**src/hdl/npct_pkg.sv**
```systemverilog
// Package for the nearest path point / cross-track core.
// Holds sizing constants, codes, the FSM state type and shared structs.
// No dependencies.
package npct_pkg;

  localparam int MAX_POINTS = 1024;
  localparam int COORD_BITS = 24;
  localparam int ADDR_W     = $clog2(MAX_POINTS);
  localparam int CNT_W      = $clog2(MAX_POINTS + 1);

  localparam int DIFF_CLAMP = 1 << 24;
  localparam int CLAMP_W    = 25;
  localparam int SQ_W       = 2 * CLAMP_W;
  localparam int D2_W       = SQ_W + 1;
  localparam int BOUND_W    = 24;
  localparam int LIMIT_W    = 2 * BOUND_W;
  localparam int ROOT_STEPS = LIMIT_W / 2;
  localparam int DIST_W     = 25;
  localparam int STEP_W     = $clog2(ROOT_STEPS + 1);

  localparam logic [BOUND_W-1:0] BOUND_RESET = BOUND_W'(1000000);
  localparam logic [LIMIT_W-1:0] LIMIT_RESET =
    LIMIT_W'(BOUND_RESET) * LIMIT_W'(BOUND_RESET);

  localparam logic [11:0] H_45   = 12'd450;
  localparam logic [11:0] H_135  = 12'd1350;
  localparam logic [11:0] H_225  = 12'd2250;
  localparam logic [11:0] H_315  = 12'd3150;
  localparam logic [11:0] H_FULL = 12'd3600;

  localparam logic REQ_WRITE = 1'b0;
  localparam logic REQ_QUERY = 1'b1;

  localparam logic REG_POINT_COUNT  = 1'b0;
  localparam logic REG_SEARCH_BOUND = 1'b1;

  typedef enum logic [2:0] {
    ST_IDLE,
    ST_SCAN,
    ST_DRAIN,
    ST_ROOT,
    ST_SIDE_RD,
    ST_SIDE_WAIT,
    ST_FINISH
  } state_t;

  typedef struct packed {
    logic signed [COORD_BITS-1:0] north;
    logic signed [COORD_BITS-1:0] east;
    logic [11:0]                  heading;
  } point_t;

  typedef struct packed {
    logic              valid;
    logic [ADDR_W-1:0] idx;
    logic [SQ_W-1:0]   sq_north;
    logic [SQ_W-1:0]   sq_east;
  } sq_res_t;

  function automatic logic [ADDR_W-1:0] to_addr(input logic [31:0] v);
    return v[ADDR_W-1:0];
  endfunction

endpackage

```
**src/hdl/npct_dist_pipe.sv**
```systemverilog
// Two-stage squared distance unit: clamped absolute differences, then squares.
// Depends on npct_pkg.
module npct_dist_pipe (
  input  logic                              clk,
  input  logic                              rst,
  input  logic                              in_valid,
  input  logic [npct_pkg::ADDR_W-1:0]       in_idx,
  input  npct_pkg::point_t                  pt,
  input  logic signed [npct_pkg::COORD_BITS-1:0] pos_north,
  input  logic signed [npct_pkg::COORD_BITS-1:0] pos_east,
  output npct_pkg::sq_res_t                 res,
  output logic                              busy
);

  localparam int DW = npct_pkg::COORD_BITS + 1;

  logic                             a_valid;
  logic [npct_pkg::ADDR_W-1:0]      a_idx;
  logic [npct_pkg::CLAMP_W-1:0]     a_dn;
  logic [npct_pkg::CLAMP_W-1:0]     a_de;

  function automatic logic [npct_pkg::CLAMP_W-1:0] clamp_abs(
    input logic signed [npct_pkg::COORD_BITS-1:0] a,
    input logic signed [npct_pkg::COORD_BITS-1:0] b
  );
    logic signed [DW-1:0] d;
    logic [DW-1:0]        m;
    logic [31:0]          m32;
    d   = DW'(a) - DW'(b);
    m   = d[DW-1] ? DW'(-d) : DW'(d);
    m32 = 32'(m);
    if (m32 > 32'(npct_pkg::DIFF_CLAMP)) begin
      return npct_pkg::CLAMP_W'(npct_pkg::DIFF_CLAMP);
    end
    return m32[npct_pkg::CLAMP_W-1:0];
  endfunction

  always_ff @(posedge clk) begin
    if (rst) begin
      a_valid   <= 1'b0;
      res.valid <= 1'b0;
    end else begin
      a_valid   <= in_valid;
      res.valid <= a_valid;
    end
  end

  always_ff @(posedge clk) begin
    a_idx        <= in_idx;
    a_dn         <= clamp_abs(pos_north, pt.north);
    a_de         <= clamp_abs(pos_east, pt.east);
    res.idx      <= a_idx;
    res.sq_north <= npct_pkg::SQ_W'(a_dn) * npct_pkg::SQ_W'(a_dn);
    res.sq_east  <= npct_pkg::SQ_W'(a_de) * npct_pkg::SQ_W'(a_de);
  end

  assign busy = a_valid | res.valid;

endmodule

```
**config.mk**
```make
export PLATFORM = sky130hd
export DESIGN_NAME = npct_dist_pipe
export DESIGN_NICKNAME = d
export VERILOG_FILES = /design/src/hdl/npct_pkg.sv /design/src/hdl/npct_dist_pipe.sv
export SDC_FILE = /design/constraint.sdc
export NUM_CORES = 2
export LEC_CHECK = 0
export CORE_ASPECT_RATIO = 0.5
export CORE_MARGIN = 2
export CORE_UTILIZATION = 52
export CTS_BUF_LIST = sky130_fd_sc_hd__clkbuf_4 sky130_fd_sc_hd__clkbuf_8 sky130_fd_sc_hd__clkbuf_16
export CTS_CLUSTER_SIZE = 25
export DETAILED_ROUTE_END_ITERATION = 12
export DONT_BUFFER_PORTS = 1
export GPL_TIMING_DRIVEN = 0
export MAX_ROUTING_LAYER = met4
export PLACE_DENSITY = 0.67
export SYNTH_ARGS = -nofsm -noshare
export SYNTH_HDL_FRONTEND = slang
export SYNTH_SLANG_ARGS = --single-unit
```
**constraint.sdc**
```tcl
create_clock -name clk -period 24.3 [get_ports clk]
set_clock_uncertainty 0.2 [all_clocks]
set_input_delay 4.86 -clock clk [delete_from_list [all_inputs] [get_ports clk]]
set_output_delay 4.86 -clock clk [all_outputs]
set_load 0.05 [all_outputs]
```
==> flow_metrics.py <==
metrics = {
    "grt": {
        "antenna_found_initial": 17,
        "grtUsageTotal_pct": 30.19,
        "grt-ovfl-total": 0,
        "grt_pass1_wl_um": 188500,
        "grt_max_degree": 17,
        "grt_pass1_vias": 33700,
    },
    "run": {
        "drv_cap": 0,
    },
    "cts": {
        "clk_pin_slew_ns": 0.07,
        "numCtsBuffers": 17,
        "cts_buffer_depth": 2,
        "post_cts_buffers": 0,
        "clock_sinks": 170,
        "clk_latency_ns": 0.54,
        "clockRootBuffer": "clkbuf_16",
        "cts_hold_buf": 0,
        "cts_max_level": 4,
        "ctsResizeCount": 0,
        "cts_tree": "done",
    },
    "detailed_routing": {
        "wl_um": 120500,
        "vias": 31850,
        "drt-initial-drc-count": 2231,
        "postRouteAntennaNets": 0,
        "drc": 0,
        "dr.pass1.iters": 5,
        "wire_per_inst_um": 20.03,
        "viasPerCell": 5.291,
    },
    "logic_synthesis": {
        "synthTopCellsByArea": "fa_1 (43%), ha_1 (12%), inv_1 (12%)",
        "synth-compound-area-share_pct": 7.725,
        "synth_common_cells": "inv_1 (1409), fa_1 (935), ha_1 (423)",
        "syn-mean-instance-area_um2": 8.997,
        "syn_inst": 4857,
        "synth.top_cell.area_share_pct": 42.84,
        "synthDistinctLibCells": 91,
        "synth_top_family_by_area": "adder cells",
        "synthXorXnorAreaFrac_pct": 3.800,
        "yosys.area_share.simple_pct": 12.09,
        "ys_seq_elements": 170,
        "synth_largest_area_cell": "fa_1",
        "synth-main-ff-cell": "dfxtp_1",
        "synthMuxAreaShare_pct": 0.2835,
        "synth-edff-count": 0,
        "synth_seq_area_share_pct": 7.788,
        "synth_fa_ha_area_share_pct": 54.95,
        "yosysMostFrequentCell": "inv_1",
        "syn_area_mm2": 0.04370,
        "ys.warnings.count": 0,
        "synth-async-reset-ratio_pct": 0,
    },
    "worst_setup_path": {
        "cp_slowest_cell": "o311ai_0",
        "worstReg2RegStart": "a_de[3]",
        "reg2regPathDepth": 28,
        "critPathRequiredTime_ns": 24.52,
        "cpMostUsedCell": "fa_1",
        "r2r_setup_slack_ns": 14.02,
        "cp_max_fo": 10,
        "startpoint_type": "flip-flop",
        "crit_type": "flip-flop to flip-flop",
        "r2r-end": "res[48]",
        "worst_setup_path_end_kind": "flip-flop",
        "arrival_ns": 10.50,
        "worst_path_largest_cell_delay_ns": 0.77,
    },
    "final_layout": {
        "drive_above_1_share_pct": 1.738,
        "utilization_pct": 54.72,
        "fin_nets": 6356,
        "finalInstanceArea_mm2": 0.04570,
        "syn2layout_area_growth_pct": 4.593,
    },
    "worst_hold_path": {
        "whs_endpoint": "res[101]",
        "min_path_cells": 0,
        "hp-start": "a_idx[1]",
        "min_path_type": "flip-flop to flip-flop",
    },
    "floorplan": {
        "ios": 233,
        "coreArea_mm2": 0.08352,
        "initial_core_util_pct": 52.32,
        "dieArea_mm2": 0.08651,
        "die_width_um": 414.0,
        "chipHeight_um": 209.0,
        "rows": 75,
    },
    "placed_design": {
        "port_buffers": 0,
        "routabilityCongestion": 0.9993,
        "post_dp_cell_area_mm2": 0.04510,
        "hpwl_um": 105300,
    },
    "sta": {
        "hold_violations": 0,
        "whs_ns": 0.1278,
        "setup_violations": 0,
        "fin_tns_setup_ns": 0,
        "period_share_pct": 42.29,
        "rsz0062_at_grt": "no",
        "min_period_ns": 10.28,
        "worst_pin_slew_ns": 1.105,
        "maxSlewHeadroom_pct": 26.34,
        "fmax_mhz": 97.32,
        "slew_violations": 0,
    },
    "run_status": {
        "outcome": "complete, no violations",
    },
}
==> layout by cell type, fill, tap and decap left out, types with 8 or more instances in the layout <==
cell,Yosys,final
and3_1,20,20
nor2_1,182,182
or3_1,10,10
inv_1,1409,1409
a211oi_1,20,20
and2_1,248,248
or2_2,14,14
nand3_1,32,32
o21bai_1,21,21
xnor2_1,123,123
diode_2,0,13
nand2_1,416,416
dfxtp_1,170,170
clkbuf_1,127,127
clkbuf_16,0,17
mux2i_1,9,9
nand2b_1,20,20
buf_2,8,8
o211ai_1,11,11
a21o_1,58,58
o31a_1,9,9
nor4_1,10,10
nor2b_1,34,34
o21ai_1,11,11
nor3_1,30,30
a211o_1,16,16
o21ai_0,65,65
o21a_1,33,33
a21oi_1,139,139
ha_1,423,423
xor2_1,64,64
nor3b_1,9,9
a31oi_1,23,23
o31ai_1,13,13
nand4_1,18,18
fa_1,935,935
==> per-stage QoR <==
step | std cells | setup WS, ns
6_report | 6019 | 14.02
5_1_grt | 6014 | 13.54
4_1_cts | 6006 | 14.18
3_5_place_dp | 5974 | 14.21
3_3_place_gp | 5974 | 14.28
2_1_floorplan | 4858 | 15.58
==> final cells by class <==
class                   count  area (um2)
fillers                  7758       37810
clock inverters            13       133.9
clock buffers              19       440.4
inverters                1410        5293
plain buffers             140       543.0
flip-flops and latches    170        3403
well taps                1116        1396
multi-input cells        3138       34460
diodes                     13       32.53
==> metal layers <==
metal | vias up | GRT usage (%) | share of wire (%)
met5 | - | - | 0
met4 | 0 | 7.109 | 1.8
met3 | 134 | 9.035 | 9.5
met2 | 1058 | 44.71 | 44
met1 | 16090 | 40.80 | 44
li1 | 14560 | - | -
==> cells by family (layout without fill, tap and decap cells) <==
logic type | after synthesis | after routing
flip-flops | 170 | 170
other | 1 | 15
AO/OA/AOI/OAI | 498 | 498
multiplexers | 12 | 12
XOR/XNOR | 188 | 188
adder cells (fa/ha/maj) | 1358 | 1358
AND/OR/NAND/NOR | 1080 | 1080
buffers and inverters | 1550 | 1582
==> sequential cells by signal (all words and copies together) (netlist names) <==
| signal | count |
|---|---|
| a_dn | 25 |
| a_valid | 1 |
| a_idx | 10 |
| a_de | 25 |
| res | 109 |
==> worst max path at each step <==
stage	cells after the start	startpoint	slack [ns]	endpoint
floorplan	17	pos_north[0]	15.58	a_dn[1]
global route	28	a_de[3]	13.54	res[48]
global placement	28	a_de[3]	14.28	res[48]
detailed placement	28	a_de[3]	14.21	res[44]
CTS	28	a_de[3]	14.18	res[48]
finish	28	a_de[3]	14.02	res[48]
==> critical path, delay by kind of cell (launching register included) <==
family	cells	cell delay, ns
compound gates	11	3.35
xor+xnor	1	0.18
fa+ha+maj	8	3.95
buf+inv	7	1.57
flops	1	0.63
simple gates	1	0.24
Power is left out: the tool's default activity adds up to more than one toggle a clock period on the data nets, which glitch-free logic cannot reach.
