File: config.mk
export PLATFORM = sky130hd
export DESIGN_NAME = npct_isqrt
export DESIGN_NICKNAME = d
export VERILOG_FILES = /design/src/hdl/npct_pkg.sv /design/src/hdl/npct_isqrt.sv
export SDC_FILE = /design/constraint.sdc
export NUM_CORES = 1
export LEC_CHECK = 0
export ABC_AREA = 1
export ABC_CLOCK_PERIOD_IN_PS = 9170
export BUFFER_PORTS_ARGS = -buffer_cell sky130_fd_sc_hd__buf_4
export CELL_PAD_IN_SITES_DETAIL_PLACEMENT = 0
export CELL_PAD_IN_SITES_GLOBAL_PLACEMENT = 2
export CORE_MARGIN = 3
export CORE_UTILIZATION = 37
export CTS_CLUSTER_DIAMETER = 80
export DETAILED_ROUTE_END_ITERATION = 10
export PLACE_DENSITY_LB_ADDON = 0.08
export SLEW_MARGIN = 30
export SYNTH_ARGS = -nofsm -noshare
export SYNTH_HDL_FRONTEND = slang
export SYNTH_SLANG_ARGS = --single-unit
File: constraint.sdc
create_clock -name clk -period 9.17 [get_ports clk]
set_input_delay 0.917 -clock clk [delete_from_list [all_inputs] [get_ports clk]]
set_output_delay 0.917 -clock clk [all_outputs]
set_load 0.05 [all_outputs]
File: src/hdl/npct_pkg.sv
// Package for the nearest path point / cross-track core.
// Holds sizing constants, codes, the FSM state type and shared structs.
// No dependencies.
package npct_pkg;

  localparam int MAX_POINTS = 1024;
  localparam int COORD_BITS = 24;
  localparam int ADDR_W     = $clog2(MAX_POINTS);
  localparam int CNT_W      = $clog2(MAX_POINTS + 1);

  localparam int DIFF_CLAMP = 1 << 24;
  localparam int CLAMP_W    = 25;
  localparam int SQ_W       = 2 * CLAMP_W;
  localparam int D2_W       = SQ_W + 1;
  localparam int BOUND_W    = 24;
  localparam int LIMIT_W    = 2 * BOUND_W;
  localparam int ROOT_STEPS = LIMIT_W / 2;
  localparam int DIST_W     = 25;
  localparam int STEP_W     = $clog2(ROOT_STEPS + 1);

  localparam logic [BOUND_W-1:0] BOUND_RESET = BOUND_W'(1000000);
  localparam logic [LIMIT_W-1:0] LIMIT_RESET =
    LIMIT_W'(BOUND_RESET) * LIMIT_W'(BOUND_RESET);

  localparam logic [11:0] H_45   = 12'd450;
  localparam logic [11:0] H_135  = 12'd1350;
  localparam logic [11:0] H_225  = 12'd2250;
  localparam logic [11:0] H_315  = 12'd3150;
  localparam logic [11:0] H_FULL = 12'd3600;

  localparam logic REQ_WRITE = 1'b0;
  localparam logic REQ_QUERY = 1'b1;

  localparam logic REG_POINT_COUNT  = 1'b0;
  localparam logic REG_SEARCH_BOUND = 1'b1;

  typedef enum logic [2:0] {
    ST_IDLE,
    ST_SCAN,
    ST_DRAIN,
    ST_ROOT,
    ST_SIDE_RD,
    ST_SIDE_WAIT,
    ST_FINISH
  } state_t;

  typedef struct packed {
    logic signed [COORD_BITS-1:0] north;
    logic signed [COORD_BITS-1:0] east;
    logic [11:0]                  heading;
  } point_t;

  typedef struct packed {
    logic              valid;
    logic [ADDR_W-1:0] idx;
    logic [SQ_W-1:0]   sq_north;
    logic [SQ_W-1:0]   sq_east;
  } sq_res_t;

  function automatic logic [ADDR_W-1:0] to_addr(input logic [31:0] v);
    return v[ADDR_W-1:0];
  endfunction

endpackage

File: src/hdl/npct_isqrt.sv
// Iterative integer square root, two radicand bits a step, rounded to nearest.
// Depends on npct_pkg.
module npct_isqrt (
  input  logic                             clk,
  input  logic                             rst,
  input  logic                             start,
  input  logic [npct_pkg::LIMIT_W-1:0]     value,
  output logic                             done,
  output logic [npct_pkg::DIST_W-1:0]      root
);

  localparam int RW = npct_pkg::ROOT_STEPS;
  localparam int MW = RW + 3;

  logic                          busy;
  logic [npct_pkg::STEP_W-1:0]   cnt;
  logic [npct_pkg::LIMIT_W-1:0]  val;
  logic [MW-1:0]                 rem;
  logic [RW-1:0]                 acc;
  logic [MW-1:0]                 rem_sh;
  logic [MW-1:0]                 trial;

  assign rem_sh = {rem[MW-3:0], val[npct_pkg::LIMIT_W-1 -: 2]};
  assign trial  = MW'({acc, 2'b01});

  always_ff @(posedge clk) begin
    if (rst) begin
      busy <= 1'b0;
      done <= 1'b0;
    end else begin
      done <= 1'b0;
      if (start) begin
        busy <= 1'b1;
      end else if (busy && cnt == '0) begin
        busy <= 1'b0;
        done <= 1'b1;
      end
    end
  end

  always_ff @(posedge clk) begin
    if (start) begin
      val <= value;
      rem <= '0;
      acc <= '0;
      cnt <= npct_pkg::STEP_W'(RW);
    end else if (busy) begin
      if (cnt != '0) begin
        val <= {val[npct_pkg::LIMIT_W-3:0], 2'b00};
        cnt <= cnt - 1'b1;
        if (rem_sh >= trial) begin
          rem <= rem_sh - trial;
          acc <= {acc[RW-2:0], 1'b1};
        end else begin
          rem <= rem_sh;
          acc <= {acc[RW-2:0], 1'b0};
        end
      end else begin
        root <= (rem > MW'(acc)) ? npct_pkg::DIST_W'(acc) + 1'b1 : npct_pkg::DIST_W'(acc);
      end
    end
  end

endmodule

==> results of run 1 <==
final timing paths:
| kind | startpoint | to | slack, ns | depth (start not counted) |
|---|---|---|---|---|
| setup reg to reg | acc[7]$_SDFFE_PP0P_ | rem[17]$_SDFFE_PP0P_ | 5.77 | 11 |
| setup / recovery | acc[7]$_SDFFE_PP0P_ | rem[17]$_SDFFE_PP0P_ | 5.77 | 11 |
| hold / removal | cnt[0]$_SDFFE_PP0P_ | cnt[0]$_SDFFE_PP0P_ | 0.47 | 2 |
| hold reg to reg | cnt[0]$_SDFFE_PP0P_ | cnt[0]$_SDFFE_PP0P_ | 0.47 | 2 |
Yosys cell counts, types with 2 or more instances:
cell | number | area [µm²]
nand2_1 | 422 | 1580
inv_1 | 166 | 623
edfxtp_1 | 73 | 2190
nand3_1 | 73 | 365
dfxtp_1 | 58 | 1160
nor2_1 | 49 | 184
nand4_1 | 36 | 225
ha_1 | 29 | 363
o22ai_1 | 24 | 150
xor2_1 | 23 | 201
a21oi_1 | 18 | 90.1
nor3_1 | 16 | 80.1
o21ai_0 | 16 | 80.1
o21ai_2 | 16 | 140
clkbuf_1 | 11 | 41.3
o21ai_1 | 10 | 50.1
buf_2 | 9 | 45.0
xnor2_1 | 9 | 78.8
nand2_2 | 7 | 43.8
nor2_2 | 6 | 37.5
buf_1 | 5 | 18.8
buf_6 | 4 | 45.0
nor3_2 | 4 | 40.0
clkinv_1 | 3 | 11.3
nand3_2 | 3 | 30.0
nor2_4 | 3 | 33.8
o21bai_1 | 3 | 22.5
buf_4 | 2 | 15.0
inv_2 | 2 | 7.51
nor4_1 | 2 | 12.5
flip-flops by register name, indices dropped and copies added (netlist names):
| register | cells |
|---|---|
| root | 25 |
| acc | 24 |
| busy | 1 |
| val | 48 |
| done | 1 |
| cnt | 5 |
| rem | 27 |
cell type report:
type                    count  area (µm²)
fillers                  2259       11800
multi-input cells         779        3920
flip-flops and latches    131        3350
inverters                 172         651
repair buffers             79         597
clock buffers              17         425
well taps                 275         344
clock inverters            15         190
placed cells by master, fill, tap and decap left out, types with 4 or more instances in the layout:
cell type	count
buf_4	78
o22ai_1	24
o21ai_1	10
inv_1	165
xor2_1	23
nand2_1	422
o21ai_0	16
clkbuf_16	17
edfxtp_1	73
nor3_1	15
o21ai_2	16
nand2_2	7
xnor2_1	9
inv_8	5
nor2_2	6
inv_6	4
nand3_1	73
nor2_1	49
ha_1	29
a21oi_1	18
nand4_1	36
dfxtp_1	58
nor3_2	5
power groups by stage:
stage	Sequential, mW	Combinational, mW	Clock [mW]
after floorplan	0.749	1.92	0
after global placement	0.771	2.40	0
after detailed placement	0.769	2.37	0
after CTS	0.757	2.38	0.733
after global routing	0.766	2.68	0.758
final	0.758	2.35	0.718
stage by stage:
stage | area, µm² | power, mW | hold WS (ns) | instances | worst slack, ns
after floorplan | 8110 | 2.67 | 0.443 | 1115 | 5.61
after global placement | 8860 | 3.17 | 0.453 | 1436 | 5.43
after detailed placement | 8860 | 3.14 | 0.459 | 1436 | 5.37
after CTS | 9470 | 3.87 | 0.469 | 1468 | 5.76
after global routing | 9480 | 4.20 | 0.497 | 1468 | 5.49
final | 9480 | 3.82 | 0.465 | 1468 | 5.77
per-layer routing:
metal | share of wire | global-route usage | wire length [µm]
met1 | 0.48 | 0.282 | 11200
met2 | 0.46 | 0.317 | 10600
met3 | 0.045 | 0.0357 | 1040
met4 | 0.015 | 0.0601 | 347
met5 | 0 | 0 | 0
cell families after synthesis:
logic type / Yosys count / synth area share
DFF: 131 / 0.413
buffers and inverters: 205 / 0.105
adders and majority gates: 29 / 0.0447
AOI/OAI and AO/OA: 90 / 0.0694
and+or+nand+nor: 628 / 0.333
xor gates and xnor gates: 32 / 0.0345
worst max-delay path: cells and delay by family (launching register included):
family | cells | cell delay (ns)
buffers and inverters | 1 | 0.26
adder cells (fa/ha/maj) | 1 | 0.48
flip-flops | 1 | 0.33
AND/OR/NAND/NOR | 9 | 2.19
==> impl_results.md, run 1 <==
- Outcome: completed
- Port Buffers: 76
- Hold crit path type: register to register
- WL/cell: 15.8 µm
- Req. time, crit path: 9.48 ns
- Fin crit share: 0.371
- Final Max Tran Viols: 0
- Grt ovf: 0
- CP arrival: 3.72 ns
- Hpwl dp: 17500 µm
- Critical Path Source Type: register
- CTS Sinks: 131
- Cell Chain, Critical Path: clkinv_1, ha_1, nand2_1, nor2_4, nand2_1, nor2_1, nand2_1, nand3_4, nand3_1, nand3_1, nand2_1
- First-pass GRT wire length: 37400 µm
- CP max stage cell: nand3_4
- Int Pwr: 1.82 mW
- Initial Util: 0.381
- Die height: 154 µm
- P&R area growth vs syn: 16.8%
- Clock Latency Late Sink: 0.43 ns
- RSZ-0062 raised after global routing: false
- Cell Rows: 53
- Post-synthesis sequential area ratio: 0.413
- Setup CP Type: register to register
- PD cells: 404 nW/µm²
- Sequential share of power: 0.198
- Hold Violations, Final: 0
- Final setup TNS: 0 ns
- Clock share of power: 0.188
- Critical Path Max Stage Delay: 0.64 ns
- Post-CTS Hold Buffers: 0
- Io pins: 77
- DRC: 0
- CORE AREA: 21300 µm²
- CTS tree: done
- Final core occ: 0.445
- Synth Register Bits: 131
- Worst slew pin tran: 0.952 ns
- Clock root buffer: clkbuf_16
- Worst VDD drop: 166 µV
- Fin crit period: 3.40 ns
- Aggregate global-route resource usage: 0.201
- Syn avg cell area: 7.28 µm²
- Clock transition at the registers of the reported paths: 0.07 ns
- Vias in the first global route: 6862
- P_sw: 2.01 mW
- Initial antenna violation count: 0
- Ys async rst share: 0
- Max Cap Violations: 0
- Post-synth EDFFs: 73
- Setup repair bufs after CTS: 0
- DR pass1 iterations: 5
- Crit Path Max Fanout: 34
- Yosys cell types: 43
- Die area: 23700 µm²
- Most common cell on crit path: nand2_1
- Die Width: 154 µm
- Post-Route WL: 23200 µm
- N_diodes: 0
- Largest net degree at the start of global routing: 82
- Routed vias: 7017
- Via density: 4.78
- Most common flop cell mapped by yosys: edfxtp_1
- CTS HTree Levels: 4
- Fmax: 294 MHz
- Cell area after synthesis: 8110 µm²
- Inserted Clock Buffers: 17
- Relative slew slack: 0.362
- Number of nets in the layout: 1260
- Clock Skews: 0.0113 ns
- Gp weighted congestion: 0.830
- Routed Antenna Nets: 0
- Gate Count Post-Synth: 1115
- CTS resizes: 0
- Layout cell share with drive strength beyond 1: 0.133
- Yosys warns: 0
- Leakage: 4.47 nW
- Maximum buffer depth of the clock tree: 2
- Switching share of power: 0.525
- Final setup fails: 0
- Detailed router's first-iteration violation count: 372
- Crit end category: register
- Comb power frac: 0.614
- Syn nets: 1195
Note: power is estimated with default switching activity, not from simulation.
==> inputs of run 2 (changes only) <==
--- a/config.mk
+++ b/config.mk
@@ -6,12 +6,12 @@
 export NUM_CORES = 1
 export LEC_CHECK = 0
 export ABC_AREA = 1
-export ABC_CLOCK_PERIOD_IN_PS = 9170
+export ABC_CLOCK_PERIOD_IN_PS = 3500
 export BUFFER_PORTS_ARGS = -buffer_cell sky130_fd_sc_hd__buf_4
 export CELL_PAD_IN_SITES_DETAIL_PLACEMENT = 0
 export CELL_PAD_IN_SITES_GLOBAL_PLACEMENT = 2
 export CORE_MARGIN = 3
-export CORE_UTILIZATION = 37
+export CORE_UTILIZATION = 35
 export CTS_CLUSTER_DIAMETER = 80
 export DETAILED_ROUTE_END_ITERATION = 10
 export PLACE_DENSITY_LB_ADDON = 0.08
==> constraint.sdc (replaced) <==
create_clock -name clk -period 3.5 [get_ports clk]
set_input_delay 0.35 -clock clk [delete_from_list [all_inputs] [get_ports clk]]
set_output_delay 0.35 -clock clk [all_outputs]
set_load 0.05 [all_outputs]
==> run 2 against run 1 <==
Setup slack got worse by 5.1 ns; die area is 5.5% higher; first-iteration DRC count rose by 13%; worst hold slack lost 0.37 ns; critical path depth did not move; sequential power grew to 2.6 times the previous value; final cell count increased by 1.2%; maximum frequency grew 21%; largest cell class unchanged; largest power group unchanged.
==> impl_results.md, run 2 (synthesis gave the netlist of run 1 again) <==
- Hold path cells: 2
- Final setup TNS: 0 ns
- Via density: 4.80
- Setup repair bufs after CTS: 0
- P&R area growth vs syn: 17.3%
- Crit end category: register
- Worst VDD drop: 602 µV
- Port Buffers: 76
- Detailed router's first-iteration violation count: 422
- DR pass1 iterations: 4
- Placed Area: 8930 µm²
- Initial antenna violation count: 0
- Critical Path Max Stage Delay: 0.43 ns
- Aggregate global-route resource usage: 0.199
- Routed vias: 7130
- Outcome: completed
- Initial Util: 0.357
- Leakage: 4.50 nW
- Total power: 10.1 mW
- Relative slew slack: 0.465
- Final setup fails: 0
- Die height: 158 µm
- Cell Rows: 55
- CTS tree: done
- Max Cap Violations: 0
- CP max stage cell: dfxtp_1
- Hpwl dp: 18700 µm
- Grt ovf: 0
- Final Max Tran Viols: 0
- CTS Sinks: 131
- Final instance area: 9520 µm²
- Req. time, crit path: 3.67 ns
- Clock transition at the registers of the reported paths: 0.07 ns
- Worst slew pin tran: 0.802 ns
- Clock Latency Late Sink: 0.43 ns
- Vias in the first global route: 6758
- Post-CTS Hold Buffers: 0
- Io pins: 77
- DRC: 0
- Clock Skews: 0.0125 ns
- Most flop-heavy register: val
- Max reg flops: 48
- WL/cell: 16.4 µm
- Storage element area: 3350 µm²
- Hold Violations, Final: 0
- Fmax: 356 MHz
- Fin crit period: 2.81 ns
- N_diodes: 0
- Largest registers: val: 48 flops, rem: 27 flops, root: 25 flops
- Largest net degree at the start of global routing: 57
- Routed Antenna Nets: 0
- Layout cell share with drive strength beyond 1: 0.138
- PD cells: 1060 nW/µm²
- Setup CP Type: register to register
- R2R cell count: 11
- Number of nets in the layout: 1267
- CTS HTree Levels: 4
- FILL cells: 2514
- Critical Path Source Type: register
- CORE AREA: 22700 µm²
- Crit Path Max Fanout: 34
- Cell Chain, Critical Path: inv_1, ha_1, nand2_1, o21ai_0, nand2_1, nand3_1, nand3_1, nand2_2, nand2_4, inv_6, o21ai_2
- CTS resizes: 0
- Die Width: 158 µm
- Gp weighted congestion: 0.928
- CP arrival: 2.98 ns
- First-pass GRT wire length: 38100 µm
- Post-Route WL: 24400 µm
- Die area: 25000 µm²
- Hold crit path type: primary input to register
- Maximum buffer depth of the clock tree: 2
- Inserted Clock Buffers: 17
- Fin crit share: 0.803
- Highest-count cells in the layout ignoring fill and taps: nand2_1 (422), inv_1 (165), buf_4 (85), nand3_1 (73), edfxtp_1 (73)
- Multi-input gate area: 3920 µm²
- RSZ-0062 raised after global routing: false
- Clock root buffer: clkbuf_16
- Most common cell after layout, fill and taps aside: nand2_1
## run 2: worst max-delay path: cells and delay by family, from the launching register on
kind	cells	cell delay (ns)
AND/OR/NAND/NOR	6	0.68
AO/OA/AOI/OAI	2	0.50
flip-flops	1	0.43
adder cells (fa/ha/maj)	1	0.41
buffers and inverters	2	0.49
## run 2: worst paths after layout
kind                                       endpoint  slack (ns)                 from
worst max-delay path             root[19]$_DFFE_PP_        0.69  acc[2]$_SDFFE_PP0P_
worst min-delay path              busy$_SDFFE_PP0P_         0.1                  rst
worst max register to register   root[19]$_DFFE_PP_        0.69  acc[2]$_SDFFE_PP0P_
worst min register to register  cnt[0]$_SDFFE_PP0P_        0.48  cnt[0]$_SDFFE_PP0P_
## run 2: per-stage QoR
stage	worst slack (ns)	std cells	utilization	hold WS (ns)
2_1_floorplan	0.511	1115	-	0.422
3_3_place_gp	0.680	1453	0.393	0.453
3_5_place_dp	0.708	1453	0.393	0.466
4_1_cts	0.698	1485	0.419	0.0739
5_1_grt	0.519	1485	0.419	0.0954
6_report	0.689	1485	0.419	0.0976
## run 2: power by group
part	internal, mW	switching (mW)	total, mW
clock	0.954	0.825	1.78
combinational	1.87	4.44	6.31
sequential	1.84	0.147	1.99
total	4.67	5.41	10.1
## run 2: final cells by class
class,instances,area share
clock buffer,17,0.0447
clock inverter,15,0.0166
inverter,172,0.0684
multi-input combinational,779,0.411
sequential,131,0.352
tap,285,0.0375
timing repair buffer,86,0.0692
## run 2: layer usage
metal  part of all wire  GRT usage
met1               0.49      0.279
met2               0.46      0.316
met3              0.035     0.0345
met4              0.019     0.0615
met5                  0          0
==> inputs of run 3 (changes only) <==
--- a/config.mk
+++ b/config.mk
@@ -6,12 +6,12 @@
 export NUM_CORES = 1
 export LEC_CHECK = 0
 export ABC_AREA = 1
-export ABC_CLOCK_PERIOD_IN_PS = 3500
+export ABC_CLOCK_PERIOD_IN_PS = 2400
 export BUFFER_PORTS_ARGS = -buffer_cell sky130_fd_sc_hd__buf_4
 export CELL_PAD_IN_SITES_DETAIL_PLACEMENT = 0
 export CELL_PAD_IN_SITES_GLOBAL_PLACEMENT = 2
 export CORE_MARGIN = 3
-export CORE_UTILIZATION = 35
+export CORE_UTILIZATION = 31
 export CTS_CLUSTER_DIAMETER = 80
 export DETAILED_ROUTE_END_ITERATION = 10
 export PLACE_DENSITY_LB_ADDON = 0.08
==> constraint.sdc (replaced) <==
create_clock -name clk -period 2.4 [get_ports clk]
set_input_delay 0.24 -clock clk [delete_from_list [all_inputs] [get_ports clk]]
set_output_delay 0.24 -clock clk [all_outputs]
set_load 0.05 [all_outputs]
==> run 3 against run 2 <==
Maximum frequency up 25%; count of clock-buffer cells in the layout unchanged; routed wire length up 6.3%; final cell count up 7.0%; sequential power up 48%; first-iteration DRC count up 1.2%; flip-flop and latch count unchanged; largest cell class unchanged.
==> impl_results.md, run 3 (synthesis gave the netlist of run 1 again) <==
- Worst VDD drop: 749 µV
- Detailed router's first-iteration violation count: 427
- Initial Util: 0.319
- Initial antenna violation count: 0
- Clock transition at the registers of the reported paths: 0.07 ns
- Die area: 28200 µm²
- Max reg flops: 48
- WL/cell: 16.3 µm
- DRC: 0
- Number of nets in the layout: 1326
- Post-Route WL: 26000 µm
- Fmax: 444 MHz
- Vias in the first global route: 7187
- Layout cell share with drive strength beyond 1: 0.209
- N_diodes: 0
- Clock root buffer: clkbuf_16
- Port Buffers: 76
- Grt ovf: 0
- CTS HTree Levels: 4
- Req. time, crit path: 2.59 ns
- CORE AREA: 25500 µm²
- Routed vias: 7374
- Most common cell after layout, fill and taps aside: nand2_1
- CP arrival: 2.44 ns
- Final instance area: 10300 µm²
- Leakage: 4.82 nW
- Routed Antenna Nets: 0
- Final setup fails: 0
- Relative slew slack: 0.463
- Outcome: completed
- CTS tree: done
- Gp weighted congestion: 0.851
- Most flop-heavy register: val
- Hpwl dp: 19800 µm
- Worst slew pin tran: 0.804 ns
- Placed Area: 9470 µm²
- Clock Latency Late Sink: 0.43 ns
- Storage element area: 3370 µm²
- Pre-CTS WS: -0.0186 ns
- Aggregate global-route resource usage: 0.182
- Final std cells w/o fill: 1589
- Via density: 4.64
- Multi-input gate area: 4170 µm²
- Fin crit share: 0.937
- First-pass GRT wire length: 40200 µm
- Crit Path Max Fanout: 17
- Maximum buffer depth of the clock tree: 2
- Cell Rows: 58
- Largest net degree at the start of global routing: 51
- Inserted Clock Buffers: 17
- Final Max Tran Viols: 0
- Placed Cells: 1554
- Total power: 16.4 mW
- Final core occ: 0.406
- Post-route setup slack: 0.150 ns
- Die height: 168 µm
- Hold crit path type: primary input to register
- Final setup TNS: 0 ns
- Crit end category: register
- P&R area growth vs syn: 27.5%
- Io pins: 77
- Critical Path Source Type: register
- Max Cap Violations: 0
- Largest registers: val: 48 flops, rem: 27 flops, root: 25 flops
- Hold_ws: 0.0637 ns
- Clock Skews: 0.0190 ns
- Hold Violations, Final: 0
- CTS Sinks: 131
- Highest-count cells in the layout ignoring fill and taps: nand2_1 (417), inv_1 (164), buf_4 (138), edfxtp_1 (73), nand3_1 (72)
- DR pass1 iterations: 4
- Die Width: 168 µm
- Fin crit period: 2.25 ns
- Setup CP Type: register to register
- PD cells: 1590 nW/µm²
- FILL cells: 2708
==> run 3: cell count changes in the layout (fill, tap and decap cells not counted), moves of 3 or more <==
cell / change
buf_4: +53
nor2_2: +3
dfxtp_2: +7
ha_1: -19
dfxtp_1: -8
ha_4: +15
buf_12: +4
nand2_1: -5
ha_2: +4
nor2_1: -3
nand2_2: +5
==> run 3: where the power goes <==
group	internal, mW	leakage, nW	switching, mW	total [mW]
clock network	1.48	0.285	1.20	2.67
registers	2.69	1.20	0.260	2.95
logic	3.91	3.33	6.88	10.8
==> run 3: worst max-delay path: stages, from the launching register on <==
cell and delay (ns):
dfxtp_1 0.36, inv_1 0.12, ha_1 0.32, buf_4 0.12, nand2_1 0.07, nor2_1 0.24
nand4_1 0.29, nand2_8 0.22, clkinv_8 0.12, nand2_1 0.10, o21ai_2 0.05
==> run 3: timing repair <==
| item | CTS | global route |
|---|---|---|
| setup buffers | 0 | 1 |
| endpoints found under the hold margin | 2 | 0 |
| cloned | 0 | 1 |
| resized for setup | 2 | 49 |
| pin swaps | 0 | 5 |
| hold buffers | 1 | 0 |
| setup endpoints to repair | 17 | 45 |
==> run 3: cell type report <==
type	instances	share of cell area
Clock buffer	17	0.0411
Clock inverter	15	0.0154
Inverter	172	0.0636
Multi-Input combinational cell	779	0.403
Sequential cell	131	0.325
Tap cell	330	0.0399
Timing Repair Buffer	144	0.111
Timing Repair inverter	1	0.000847
==> run 3: final timing paths <==
path	from	to	slack, ns	cells past startpoint
setup reg to reg	acc[1]$_SDFFE_PP0P_	root[7]$_DFFE_PP_	0.15	10
hold / removal	value[1]	val[1]$_SDFFCE_PN0P_	0.06	3
setup / recovery	acc[1]$_SDFFE_PP0P_	root[7]$_DFFE_PP_	0.15	10
hold reg to reg	cnt[0]$_SDFFE_PP0P_	cnt[0]$_SDFFE_PP0P_	0.47	2
==> run 3: routing by layer <==
metal / wire [µm] / vias up / GRT usage
met5: 0 / - / 0
met4: 536 / 0 / 0.0566
met3: 736 / 29 / 0.0291
met2: 11700 / 116 / 0.285
met1: 13000 / 3380 / 0.260
li1: - / 3849 / -
